### config.mk
export PLATFORM = sky130hd
export DESIGN_NAME = chgs_mac
export DESIGN_NICKNAME = d
export VERILOG_FILES = /design/src/sv/chgs_pkg.sv /design/src/sv/chgs_mac.sv
export SDC_FILE = /design/constraint.sdc
export NUM_CORES = 1
export LEC_CHECK = 0
export BUFFER_PORTS_ARGS = -buffer_cell sky130_fd_sc_hd__buf_2
export CAP_MARGIN = 5
export CORE_ASPECT_RATIO = 2
export CORE_UTILIZATION = 33
export DETAILED_ROUTE_END_ITERATION = 10
export PLACE_DENSITY = 0.47
export SETUP_SLACK_MARGIN = 0.3
export SLEW_MARGIN = 20
export SYNTH_ARGS = -nofsm -noshare
export SYNTH_HDL_FRONTEND = slang
export SYNTH_SLANG_ARGS = --single-unit
### constraint.sdc
create_clock -name clk -period 11.7 [get_ports clk]
set_input_delay 2.34 -clock clk [delete_from_list [all_inputs] [get_ports clk]]
set_output_delay 2.34 -clock clk [all_outputs]
set_load 0.01 [all_outputs]
### src/sv/chgs_pkg.sv
// ----------------------------------------------------------------------------
// chgs_pkg
// Shared types and constants of the Graham scan convex hull core.
// ----------------------------------------------------------------------------
package chgs_pkg;

    // Most hull vertices emitted for one set
    localparam int RESULT_CAP = 64;

    // Main sequencer states
    typedef enum logic [4:0] {
        S_LOAD,
        S_ANC_RD,
        S_ANC_CMP,
        S_SORT_RD,
        S_SORT_PT,
        S_SORT_DI,
        S_SORT_CHK,
        S_SORT_J,
        S_SORT_JPT,
        S_SORT_TURN,
        S_SORT_DJ,
        S_SORT_INS,
        S_SCAN_INIT,
        S_SCAN_RD,
        S_SCAN_C,
        S_SCAN_CPT,
        S_SCAN_CHK,
        S_SCAN_TURN,
        S_SCAN_SEC,
        S_SCAN_SECPT,
        S_SCAN_PUSH,
        S_EMIT_RD,
        S_EMIT_V,
        S_EMIT_LD,
        S_EMIT_OUT
    } state_t;

    // Multiply-accumulate unit phases
    typedef enum logic [1:0] {
        MAC_IDLE,
        MAC_P1,
        MAC_P2,
        MAC_P3
    } mac_phase_t;

endpackage

### src/sv/chgs_mac.sv
// ----------------------------------------------------------------------------
// chgs_mac
// Computes a*b + c*d in phases P1 to P3 with one shared multiplier. Serves
// both the cross product sign test and the squared distance.
// ----------------------------------------------------------------------------
module chgs_mac #(
    parameter int OP_W  = 18,
    parameter int RES_W = 37
) (
    input  logic                    clk,
    input  logic                    rst_n,
    input  logic                    start,
    input  logic signed [OP_W-1:0]  a,
    input  logic signed [OP_W-1:0]  b,
    input  logic signed [OP_W-1:0]  c,
    input  logic signed [OP_W-1:0]  d,
    output logic                    done,
    output logic signed [RES_W-1:0] result
);

    chgs_pkg::mac_phase_t phase_reg, phase_next;
    logic                     done_reg;
    logic signed [OP_W-1:0]   a_reg, b_reg, c_reg, d_reg;
    logic signed [OP_W-1:0]   m1, m2;
    logic signed [2*OP_W-1:0] prod_reg;
    logic signed [RES_W-1:0]  acc_reg;

    // Advance through the three multiply phases
    always_comb
    begin
        unique case (phase_reg)
            chgs_pkg::MAC_IDLE: phase_next = start ? chgs_pkg::MAC_P1 : chgs_pkg::MAC_IDLE;
            chgs_pkg::MAC_P1:   phase_next = chgs_pkg::MAC_P2;
            chgs_pkg::MAC_P2:   phase_next = chgs_pkg::MAC_P3;
            chgs_pkg::MAC_P3:   phase_next = chgs_pkg::MAC_IDLE;
            default:            phase_next = chgs_pkg::MAC_IDLE;
        endcase
    end

    always_ff @(posedge clk or negedge rst_n)
    begin
        if (!rst_n)
        begin
            phase_reg <= chgs_pkg::MAC_IDLE;
            done_reg  <= 1'b0;
        end
        else
        begin
            phase_reg <= phase_next;
            done_reg  <= (phase_reg == chgs_pkg::MAC_P3);
        end
    end

    // Pick the operand pair for the current phase
    assign m1 = (phase_reg == chgs_pkg::MAC_P1) ? a_reg : c_reg;
    assign m2 = (phase_reg == chgs_pkg::MAC_P1) ? b_reg : d_reg;

    // Latch operands, multiply, then accumulate
    always_ff @(posedge clk)
    begin
        if (phase_reg == chgs_pkg::MAC_IDLE && start)
        begin
            a_reg <= a;
            b_reg <= b;
            c_reg <= c;
            d_reg <= d;
        end
        prod_reg <= m1 * m2;
        if (phase_reg == chgs_pkg::MAC_P2)
            acc_reg <= RES_W'(prod_reg);
        else if (phase_reg == chgs_pkg::MAC_P3)
            acc_reg <= acc_reg + RES_W'(prod_reg);
    end

    assign done   = done_reg;
    assign result = acc_reg;

endmodule

======== Yosys cells after proc, flatten, opt, wreduce, memory -nomap -nowiden ========
Index checks and enable logic that the tools add are counted.
storage, ports and cells
  register bits after elaboration ......... 148
  logic and storage cells ................. 22
cells by class
  multiply operators ...................... 1
  add/subtract/negate cells ............... 1
  reduce and logical (&&, ||, !) cells .... 3
  equality and inequality tests ........... 3
  muxes and demuxes ....................... 6
operator list
  operator                                                          number
  37-bit two-way mux                                                2
  37-bit by 36-bit adder with 37-bit output                         1
  18-bit by 18-bit multiplier with 36-bit output                    1
  18-bit two-way mux                                                2
  2-bit one-hot mux with 4 select lines                             1
  2-bit == test (second input constant)                             2
  2-bit by 1-bit == test with 1-bit output (second input constant)  1
  2-bit zero test                                                   1
  2-bit nonzero test                                                1
  1-bit logical AND                                                 1
  1-bit two-way mux                                                 1

======== Depth between registers and ports, before layout ========
Gate-level depths: netlist of the first run.
  word-level depth ........................ 3
  gate-level depth with buffers ........... 29

======== Worst setup path after synthesis of the first run ========
No wires, ideal clock.
  path kind ............................... register to register
  from .................................... register phase_reg[1]
  to ...................................... register prod_reg[28]
  setup time .............................. 123 ps
  cell stages (with the launch flop) ...... 28
  period minus slack after synthesis ...... 7333 ps
  path slack .............................. 4367 ps
  path buffers ............................ 3
  required time ........................... 11577 ps
  arrival time ............................ 7209 ps
  path through ............................ dfrtp_1 -> inv_1 -> ha_1 -> buf_2 -> buf_1 -> clkbuf_1 -> mux2i_1 -> nor2_1 -> fa_1 -> inv_1 -> fa_1 -> fa_1 -> fa_1 -> inv_1 -> fa_1 -> inv_1 -> fa_1 -> inv_1 -> ha_1 -> a211oi_1 -> o21ai_0 -> a21oi_1 -> o31ai_1 -> a31o_1 -> a41o_1 -> a211oi_1 -> o21bai_1 -> xor2_1
on the way
  longest elaborated chain between the ends .. 3
  elaborated cells on any way between the ends .. 4
  those cells by class .................... mul (1); eq/ne (1); mux (2)
ends and longest elaborated chain
  what                                              line                            RTL
  start, declared                                   chgs_mac.sv:21                  chgs_pkg::mac_phase_t phase_reg, phase_next;
  start signal, assigned                            chgs_mac.sv:44                  phase_reg <= chgs_pkg::MAC_IDLE;
  start signal, assigned                            chgs_mac.sv:49                  phase_reg <= phase_next;
  2-bit by 1-bit == test with 1-bit output *        chgs_mac.sv:55, chgs_mac.sv:56
  18-bit two-way mux (on tied branches)             chgs_mac.sv:55, chgs_mac.sv:56
  18-bit by 18-bit multiplier with 36-bit output *  chgs_mac.sv:68                  prod_reg <= m1 * m2;
  end signal, assigned                              chgs_mac.sv:68
  end, declared                                     chgs_mac.sv:25                  logic signed [2*OP_W-1:0] prod_reg;
Mark *: on every way between the ends. The rest lies on a longest branch, timed or not.
A chain may end at the register's enable or synchronous reset.

======== Final worst setup path of the first run ========
  from .................................... register phase_reg[1]
  to ...................................... register prod_reg[35]
The elaborated chain is that of the path after synthesis.

==> summary.md, run 1 <==
| Metric | Value |
|---|---|
| Ys Warns | 0 |
| Hold slack final | roughly 530 ps |
| Number of flip-flops in the largest register | 37 |
| EDFF count, synth | approximately 110 |
| HP Class | flop to flop |
| Post-route worst setup slack | between 3000 and 4000 ps |
| Row cnt | roughly 120 |
| Post-route ant nets | 0 |
| Wire length of the first global-routing pass | 84,640 um |
| Inserted Clock Buffers | 17 |
| Final Cycle Share | 0.6866 |
| Top cells by area, synth | fa_1, edfxtp_1, ha_1 |
| Clock Skews | slightly above 20 ps |
| Cell accounting for the most synthesized area | fa_1 |
| H-tree depth | 4 |
| Total track usage | 0.2012 |
| Max_slew headroom | 0.3372 |
| Synth top area share | 0.3526 |
| Crit. End Element | flop |
| Slew Limit Fails | 0 |
| Actual slew at the worst max-slew pin | ~970 ps |
| RSZ-0062 raised after global routing | no |
| ANT cells | 0 |
| Layout cell share with drive strength beyond 1 | 0.1156 |
| Top_reg_cell synth | edfxtp_1 |
| Largest net degree at the start of global routing | 73 |
| Hold Violations, Final | 0 |
| Fin util | 0.3732 |
| Post-Syn Nets | between 2,000 and 2,500 |
| Avg Inst Size Synth | roughly 10 sq um |
| Status | complete, no violations |
| Clock tree from TritonCTS | done |
| Final setup viols | 0 |
| Routability Congestion | a little over 0.9 |
| Total number of vias | approximately 13,000 |
| DP HPWL | ~45,000 um |
| Unique masters post-synth | 66 |
| Startpoint type of the worst setup path | flop |
| Ys async rst share | 0.02027 |
| Worst-path clk slew | 90 ps |
| Starting Density | 0.3336 |
| Longest Clk Path Bufs | 2 |
| First DRT Iteration DRCs | roughly 670 |
| Postcts setup bufs | 0 |
| Core area | about 56,000 sq um |
| Max-cap violations | 0 |
| FF+latch count, synth | about 150 |
| DRC | 0 |
| Die Height | around 340 um |
| GR Overflow Total | 0 |
| Number of global-route vias before repair | 14,910 |
| Sequential area share after synthesis | 0.2172 |
| Gates resized, CTS repair | 0 |
| Layout net count | 2,542 |
| Place WS | approximately 3600 ps |
| Sink Count | 148 |
| Initial antenna violation count | 0 |
| Fillers | approximately 5,700 |
| I/O pin count | between 100 and 150 |
| Die width | 170.5 um |
| Port Buf Inserts | 112 |
| CTS root buffer | clkbuf_16 |
| Worst-Skew Late Latency | about 470 ps |
| Fmax | around 0.12 GHz |
| Crit path max fanout | 34 |
| Critical Path RT | approximately 12,000 ps |
| Drt wl/cell | roughly 20 um |
| # hold bufs at CTS | 0 |
| Vias/cell | roughly 4.8 |
| Synth Cell Area | around 19,000 sq um |
| P&R area growth vs syn | 11.90% |
| WP data arrival | around 8400 ps |
| DIE AREA | 57,790 sq um |
| Fin Setup TNS | 0 ps |
| Kind of critical path | flop to flop |
| Tmin final | around 8000 ps |
| Routed wire length | between 50,000 and 60,000 um |
| DRT Pass-1 Iters | 4 |
| Cell count after synthesis | between 1,500 and 2,000 |
-- layer usage --
layer	GRT usage	routed length (um)
met1	0.1948	18470
met2	0.3900	30500
met3	0.02148	1755
met4	0.1344	3826
met5	0	0
-- cell families after synthesis --
group           after synthesis  synth area share
mux                          69           0.03900
fa+ha+maj                   464            0.4421
simple gates                491            0.1092
xor+xnor                     67           0.03132
flops                       148            0.2172
compound gates              219           0.07639
buf+inv                     423           0.08481
-- synthesized netlist by cell type (8+ instances only) --
library cell / instances
a211oi_1: 8
a21o_1: 20
a21oi_1: 59
clkbuf_1: 35
dfxtp_1: 36
edfxtp_1: 109
fa_1: 330
ha_1: 134
inv_1: 380
mux2_2: 32
mux2i_1: 37
nand2_1: 197
nand2b_1: 14
nand3_1: 13
nand4_1: 9
nor2_1: 204
nor3_1: 13
o21a_1: 12
o21ai_0: 46
o21ai_1: 17
o21bai_1: 10
or2_2: 11
xnor2_1: 47
xor2_1: 20
-- worst paths after layout --
path | startpoint | end | slack, ps | depth (start not counted)
worst max-delay path | phase_reg[1] | prod_reg[35] | 3670 | 27
worst min-delay path | prod_reg[14] | result[14] | 530 | 2
worst max register to register | phase_reg[1] | prod_reg[35] | 3670 | 27
worst min register to register | prod_reg[14] | result[14] | 530 | 2
max in group asynchronous | rst_n | phase_reg[1] | 9910 | 1
min in group asynchronous | rst_n | done | 1680 | 1
-- metrics by stage --
| stage | area (sq um) | instances |
|---|---|---|
| after global routing | 20970 | 2766 |
| after global placement | 20340 | 2734 |
| after CTS | 20960 | 2766 |
| after detailed placement | 20340 | 2734 |
| after floorplan | 18740 | 1881 |
| final | 20970 | 2766 |
-- final cells by class --
class	count	area [sq um]	area share
Multi-Input combinational cell	1310	13100	0.6248
Sequential cell	148	4069	0.1941
Inverter	381	1430	0.06821
Tap cell	750	938.4	0.04476
Timing Repair Buffer	145	808.3	0.03855
Clock buffer	17	425.4	0.02029
Clock inverter	15	196.4	0.009369
-- cell usage in the layout, fill, tap and decap left out, types with 9 or more instances in the layout --
cell / instances
ha_1: 132
nor2_1: 204
xor2_1: 20
fa_1: 330
o21ai_0: 46
buf_4: 33
inv_1: 380
edfxtp_1: 109
buf_2: 112
mux2_2: 32
o21ai_1: 17
nor3_1: 13
clkbuf_16: 17
a21o_1: 20
o21bai_1: 10
o21a_1: 12
mux2i_1: 37
nand2_1: 197
nand4_1: 9
nand2b_1: 14
or2_2: 10
xnor2_1: 47
dfxtp_1: 36
nand3_1: 13
a21oi_1: 59
-- critical path, cell delays in order (launching register included) --
cell and delay, ps:
dfrtp_1 400, inv_1 150, ha_4 500, buf_4 530, mux2_2 490, nand2_1 140
inv_1 100, fa_1 610, inv_1 140, fa_1 530, inv_1 60, ha_1 510
inv_1 250, fa_1 540, inv_1 60, fa_1 530, inv_1 50, fa_1 480
inv_1 40, ha_1 330, a21boi_0 170, o41ai_1 360, o21a_1 180, a2bb2oi_1 220
o311a_1 200, o21bai_1 70, a21oi_1 170, xnor2_1 130
Power of run 1 is not shown: default switching activity piles up to over one toggle a cycle in this logic, so the estimate is an artifact.
==> run 2: changes to the inputs <==
Settings changed: ABC_AREA set to 1, PLACE_DENSITY 0.47 to 0.46.
Clock period 11.7 ns to 8.2 ns, I/O delays scaled along.
==> summary.md, run 2 <==
| Metric | Value |
|---|---|
| Starting Density | 0.3347 (+0.001121) |
| Postcts setup bufs | 0 (unchanged) |
| Seq. cell area | 4069 sq um (unchanged) |
| P&R area growth vs syn | 11.52% |
| Synth top area share | 0.3278 (-0.02482) |
| Post-route ant nets | 0 (unchanged) |
| Initial antenna violation count | 1 (+1) |
| First DRT Iteration DRCs | 797 (+20%) |
| Worst-Skew Late Latency | 480 ps (about the same) |
| Row cnt | 127 (+3.3%) |
| RSZ-0062 raised after global routing | no |
| Startpoint type of the worst setup path | flop |
| Wire length of the first global-routing pass | 102,800 um (+22%) |
| Layout net count | 3,114 (+23%) |
| Footprint of the multi-input gates | 13,680 sq um (+4.4%) |
| Hold Violations, Final | 0 (unchanged) |
| I/O pin count | 113 (unchanged) |
| Fin Setup TNS | 0 ps (unchanged) |
| Final setup viols | 0 (unchanged) |
| Kind of critical path | flop to flop |
| Largest net degree at the start of global routing | 73 (unchanged) |
| CTS root buffer | clkbuf_16 |
| Port Buf Inserts | 112 (unchanged) |
| DIE AREA | 62,130 sq um (+7.5%) |
| Avg Inst Size Synth | 8.267 sq um (-17%) |
| FF+latch count, synth | 148 (unchanged) |
| WP data arrival | 7960 ps (-460 ps) |
| Total track usage | 0.2307 (+0.02954) |
| Commonest non-fill, non-tap cell in the layout | nand2_1 |
| Actual slew at the worst max-slew pin | 1087 ps (+120.9 ps) |
| Clock tree from TritonCTS | done |
| Post-synth top cells | nand2_1, inv_1, fa_1 |
| Die Height | 351.5 um (+3.7%) |
| Ys Warns | 0 (unchanged) |
| Longest Clk Path Bufs | 2 (unchanged) |
| Crit. End Element | flop |
| HP Class | flop to flop |
| Synth Cell Area | 20,160 sq um (+7.6%) |
| DRT Pass-1 Iters | 6 (+2) |
| Sink Count | 148 (unchanged) |
| DRC | 0 (unchanged) |
| Vias/cell | 4.780 (-1.1%) |
| Fmax | 0.1316 GHz (+5.7%) |
| GR Overflow Total | 0 (unchanged) |
| Fillers | 6,302 (+11%) |
| Total number of vias | 16,070 (+20%) |
| Number of global-route vias before repair | 17,880 (+20%) |
| Tmin final | 7601 ps (-432.9 ps) |
| Top cells by area, synth | fa_1, edfxtp_1, nand2_1 |
| Die width | 176.8 um (+3.7%) |
| Ys async rst share | 0.02027 (unchanged) |
| Core area | 60,220 sq um (+7.2%) |
| H-tree depth | 4 (unchanged) |
| Critical Path RT | 8560 ps (-3530 ps) |
| Max_slew headroom | 0.2749 (-0.06227) |
| Sequential area share after synthesis | 0.2019 (-0.01529) |
| Cell count after synthesis | 2,438 (+30%) |
| Number of flip-flops in the largest register | 37 (unchanged) |
| EDFF count, synth | 109 (unchanged) |
| Status | complete, no violations |
| Clock Skews | 29.05 ps (+8.785 ps) |
| Layout cell share with drive strength beyond 1 | 0.1016 (-0.01395) |
| Unique masters post-synth | 43 (-35%) |
| Most common cell in the netlist | nand2_1 |
| Final Cycle Share | 0.9269 (+0.2403) |
| Inserted Clock Buffers | 17 (unchanged) |
| ANT cells | 0 (unchanged) |
| Most frequent cells in the layout | nand2_1, inv_1, fa_1 |
| Slew Limit Fails | 0 (unchanged) |
| DP HPWL | 59,580 um (+31%) |
| Post-Syn Nets | 2,977 (+23%) |
| Top_reg_cell synth | edfxtp_1 |
| Cell accounting for the most synthesized area | fa_1 |
| Max-cap violations | 0 (unchanged) |
| Crit path max fanout | 37 (+8.8%) |
| Worst-path clk slew | 80 ps (about the same) |
| Routed wire length | 68,790 um (+26%) |
| Drt wl/cell | 20.46 um (+3.8%) |
| Routability Congestion | 0.9389 (+3.1%) |
## run 2: path summary, 6_finish.rpt
| path | startpoint | slack (ps) | endpoint | depth (start not counted) |
|---|---|---|---|---|
| setup / recovery | phase_reg[1] | 600 | prod_reg[29] | 22 |
| hold / removal | prod_reg[2] | 550 | result[2] | 2 |
| setup reg to reg | phase_reg[1] | 600 | prod_reg[29] | 22 |
| hold reg to reg | prod_reg[2] | 550 | result[2] | 2 |
| max in group asynchronous | rst_n | 7110 | phase_reg[0] | 1 |
| min in group asynchronous | rst_n | 950 | done | 1 |
## run 2: worst max-delay path, cell delays in order, from the launching register on
cell and delay, ps:
dfrtp_1 420, inv_1 150, ha_4 440, nand2_1 100
o21ai_1 140, clkinv_1 580, nor2_1 380, inv_1 140
fa_1 550, inv_1 70, fa_1 810, fa_1 540
fa_1 510, fa_1 490, inv_1 50, fa_1 470
inv_1 40, ha_1 350, nand2_1 160, nor3_1 420
o21ai_0 360, nand4_1 190, nand2_1 80
## run 2: kinds of logic (layout without fill, tap and decap cells)
group           Yosys count  after routing  share of synthesized area
flops                   148            148                     0.2019
buf+inv                 631            781                     0.1209
compound gates          172            172                    0.04954
xor+xnor                 43             43                    0.01869
fa+ha+maj               464            464                     0.4110
simple gates            980            980                     0.1981
## run 2: layout make-up
class | count | area share
Multi-Input combinational cell | 1659 | 0.6084
Sequential cell | 148 | 0.1810
Tap cell | 774 | 0.04308
Clock inverter | 15 | 0.008016
Timing Repair Buffer | 164 | 0.04286
Inverter | 585 | 0.09769
Clock buffer | 17 | 0.01893
## run 2: layer usage
| metal | track usage | share of wire | wire length [um] |
|---|---|---|---|
| met1 | 0.1974 | 0.32 | 21770 |
| met2 | 0.4592 | 0.56 | 38390 |
| met3 | 0.02296 | 0.026 | 1813 |
| met4 | 0.2034 | 0.099 | 6812 |
| met5 | 0 | 0 | 0 |
## run 2: what timing repair did
| item | 4_1_cts | 5_1_grt |
|---|---|---|
| pin swaps | 0 | 0 |
| setup endpoints to repair | 2 | 3 |
| hold buffers | 0 | 0 |
| gates resized for setup | 1 | 1 |
## run 2: stage by stage
stage | hold slack, ps | std cells | area, sq um | utilization | worst slack [ps]
2_1_floorplan | 505.2 | 2438 | 20160 | - | 1965
3_3_place_gp | 517.3 | 3330 | 21850 | 0.3628 | 133.4
3_5_place_dp | 530.9 | 3330 | 21850 | 0.3628 | 129.8
4_1_cts | 548.7 | 3362 | 22470 | 0.3731 | 359.3
5_1_grt | 575.8 | 3362 | 22480 | 0.3732 | 326.2
6_report | 546.7 | 3362 | 22480 | 0.3732 | 599.2
Power of run 2 is left out for the same reason.
==> run 3: changes to the inputs <==
Settings changed: CORE_UTILIZATION 33 to 25, PLACE_DENSITY 0.46 to 0.37.
==> summary.md, run 3 (synthesis results as in run 2) <==
| Metric | Value |
|---|---|
| Status | complete, no violations |
| Layout net count | 3,134 (+0.64%) |
| HP Class | flop to flop |
| Core area | 79,460 sq um (+32%) |
| Tmin final | 7330 ps (-271.1 ps) |
| Fin Setup TNS | 0 ps (unchanged) |
| Vias/cell | 4.338 (-9.3%) |
| DRT Pass-1 Iters | 4 (-2) |
| Starting Density | 0.2536 (-0.08103) |
| Largest net degree at the start of global routing | 73 (unchanged) |
| Sink Count | 148 (unchanged) |
| Crit path max fanout | 23 (-38%) |
| Total track usage | 0.1810 (-0.04972) |
| Row cnt | 146 (+15%) |
| Max_slew headroom | 0.3704 (+0.09546) |
| Longest Clk Path Bufs | 2 (unchanged) |
| Fmax | 0.1364 GHz (+3.7%) |
| Crit. End Element | flop |
| DRC | 0 (unchanged) |
| Port Buf Inserts | 112 (unchanged) |
| Critical Path RT | 8540 ps (-20 ps) |
| I/O pin count | 113 (unchanged) |
| Post-route ant nets | 0 (unchanged) |
| DIE AREA | 81,830 sq um (+32%) |
| Clock Skews | 12.47 ps (-16.58 ps) |
| Fin cells | 3,644 (+8.4%) |
| Number of flip-flops in the largest register | 37 (unchanged) |
| Layout cell share with drive strength beyond 1 | 0.1077 (+0.006123) |
| Startpoint type of the worst setup path | flop |
| RSZ-0062 raised after global routing | no |
| Initial antenna violation count | 0 (-1) |
| Most frequent cells in the layout | nand2_1, inv_1, fa_1 |
| GR Overflow Total | 0 (unchanged) |
| H-tree depth | 4 (unchanged) |
| Die width | 202.8 um (+15%) |
| Postcts setup bufs | 0 (unchanged) |
| ANT cells | 0 (unchanged) |
| Worst-Skew Late Latency | 470 ps (about the same) |
| Met1 Use GR | 0.1599 (-0.03747) |
| Die Height | 403.6 um (+15%) |
| Final Cycle Share | 0.8939 (-0.03306) |
| WP data arrival | 7670 ps (-290 ps) |
| First DRT Iteration DRCs | 561 (-30%) |
| Actual slew at the worst max-slew pin | 938.1 ps (-149.3 ps) |
| Total number of vias | 15,810 (-1.6%) |
| Clock tree from TritonCTS | done |
| Fillers | 8,672 (+38%) |
| Number of global-route vias before repair | 17,940 (+0.34%) |
| Commonest non-fill, non-tap cell in the layout | nand2_1 |
| Slew Limit Fails | 0 (unchanged) |
| DP Cell Count | 3,612 (+8.5%) |
| Top Usage Layer GRT | met2 |
| P&R area growth vs syn | 13.87% |
| Final setup viols | 0 (unchanged) |
| Drt wl/cell | 19.59 um (-4.2%) |
| DP HPWL | 63,400 um (+6.4%) |
| Routability Congestion | 0.9332 (-0.61%) |
| Inserted Clock Buffers | 17 (unchanged) |
| Max-cap violations | 0 (unchanged) |
| CTS root buffer | clkbuf_16 |
| Wire length of the first global-routing pass | 107,400 um (+4.4%) |
| Hold Violations, Final | 0 (unchanged) |
| Worst-path clk slew | 80 ps (about the same) |
| GRT met2 Usage | 0.3637 (-0.09549) |
| Routed wire length | 71,400 um (+3.8%) |
| Met3 usage | 0.01250 (-0.01047) |
| Kind of critical path | flop to flop |
==> run 3: worst paths after layout <==
path | startpoint | endpoint | slack, ps | cells after the start
setup / recovery | phase_reg[1] | prod_reg[33] | 870 | 21
min in group asynchronous | rst_n | done | 980 | 1
max in group asynchronous | rst_n | phase_reg[0] | 7080 | 1
hold / removal | prod_reg[9] | result[9] | 550 | 2
setup reg to reg | phase_reg[1] | prod_reg[33] | 870 | 21
hold reg to reg | prod_reg[9] | result[9] | 550 | 2
==> run 3: repair_timing <==
action | CTS | global route
hold endpoints to repair | 0 | 0
hold buffers | 0 | 0
endpoints found under the setup margin | 0 | 7
gates resized for setup | 0 | 1
==> run 3: through the flow <==
step	area (sq um)	util	setup slack [ps]	hold WS [ps]
floorplan	20160	-	1965	505.2
finish	22950	0.2888	870.3	553.4
detailed placement	22330	0.2810	405.3	538.4
global route	22950	0.2888	337.7	593.6
CTS	22940	0.2887	420.2	556.9
global placement	22330	0.2810	453.0	520.1
==> run 3: cell type report <==
cell class	instances	area, sq um	share of cell area
clock buffers	17	425.4	0.01854
inverters	585	2196	0.09568
flip-flops and latches	148	4069	0.1773
multi-input cells	1659	13670	0.5954
clock inverters	15	185.2	0.008068
well taps	1036	1296	0.05648
repair buffers	184	1114	0.04852
==> run 3: critical path: stages, from the launching register on <==
cell and delay (ps):
dfrtp_1 400, inv_1 140, ha_4 360, nand2_1 80, o21ai_1 140, clkinv_1 480, nor2_1 380, inv_1 140
fa_1 540, inv_1 70, fa_1 790, fa_1 540, fa_1 590, fa_1 440, fa_1 440, ha_1 370
a21oi_1 270, o21ai_0 250, a21oi_1 350, o21a_1 190, nand2_1 60, xor2_1 140
==> run 3: per-layer routing <==
layer  wire, um  vias up
li1           -     7598
met4       6473        0
met2      40400      338
met3       1218      160
met5          0        -
met1      23310     7711
Power of run 3 is left out for the same reason.
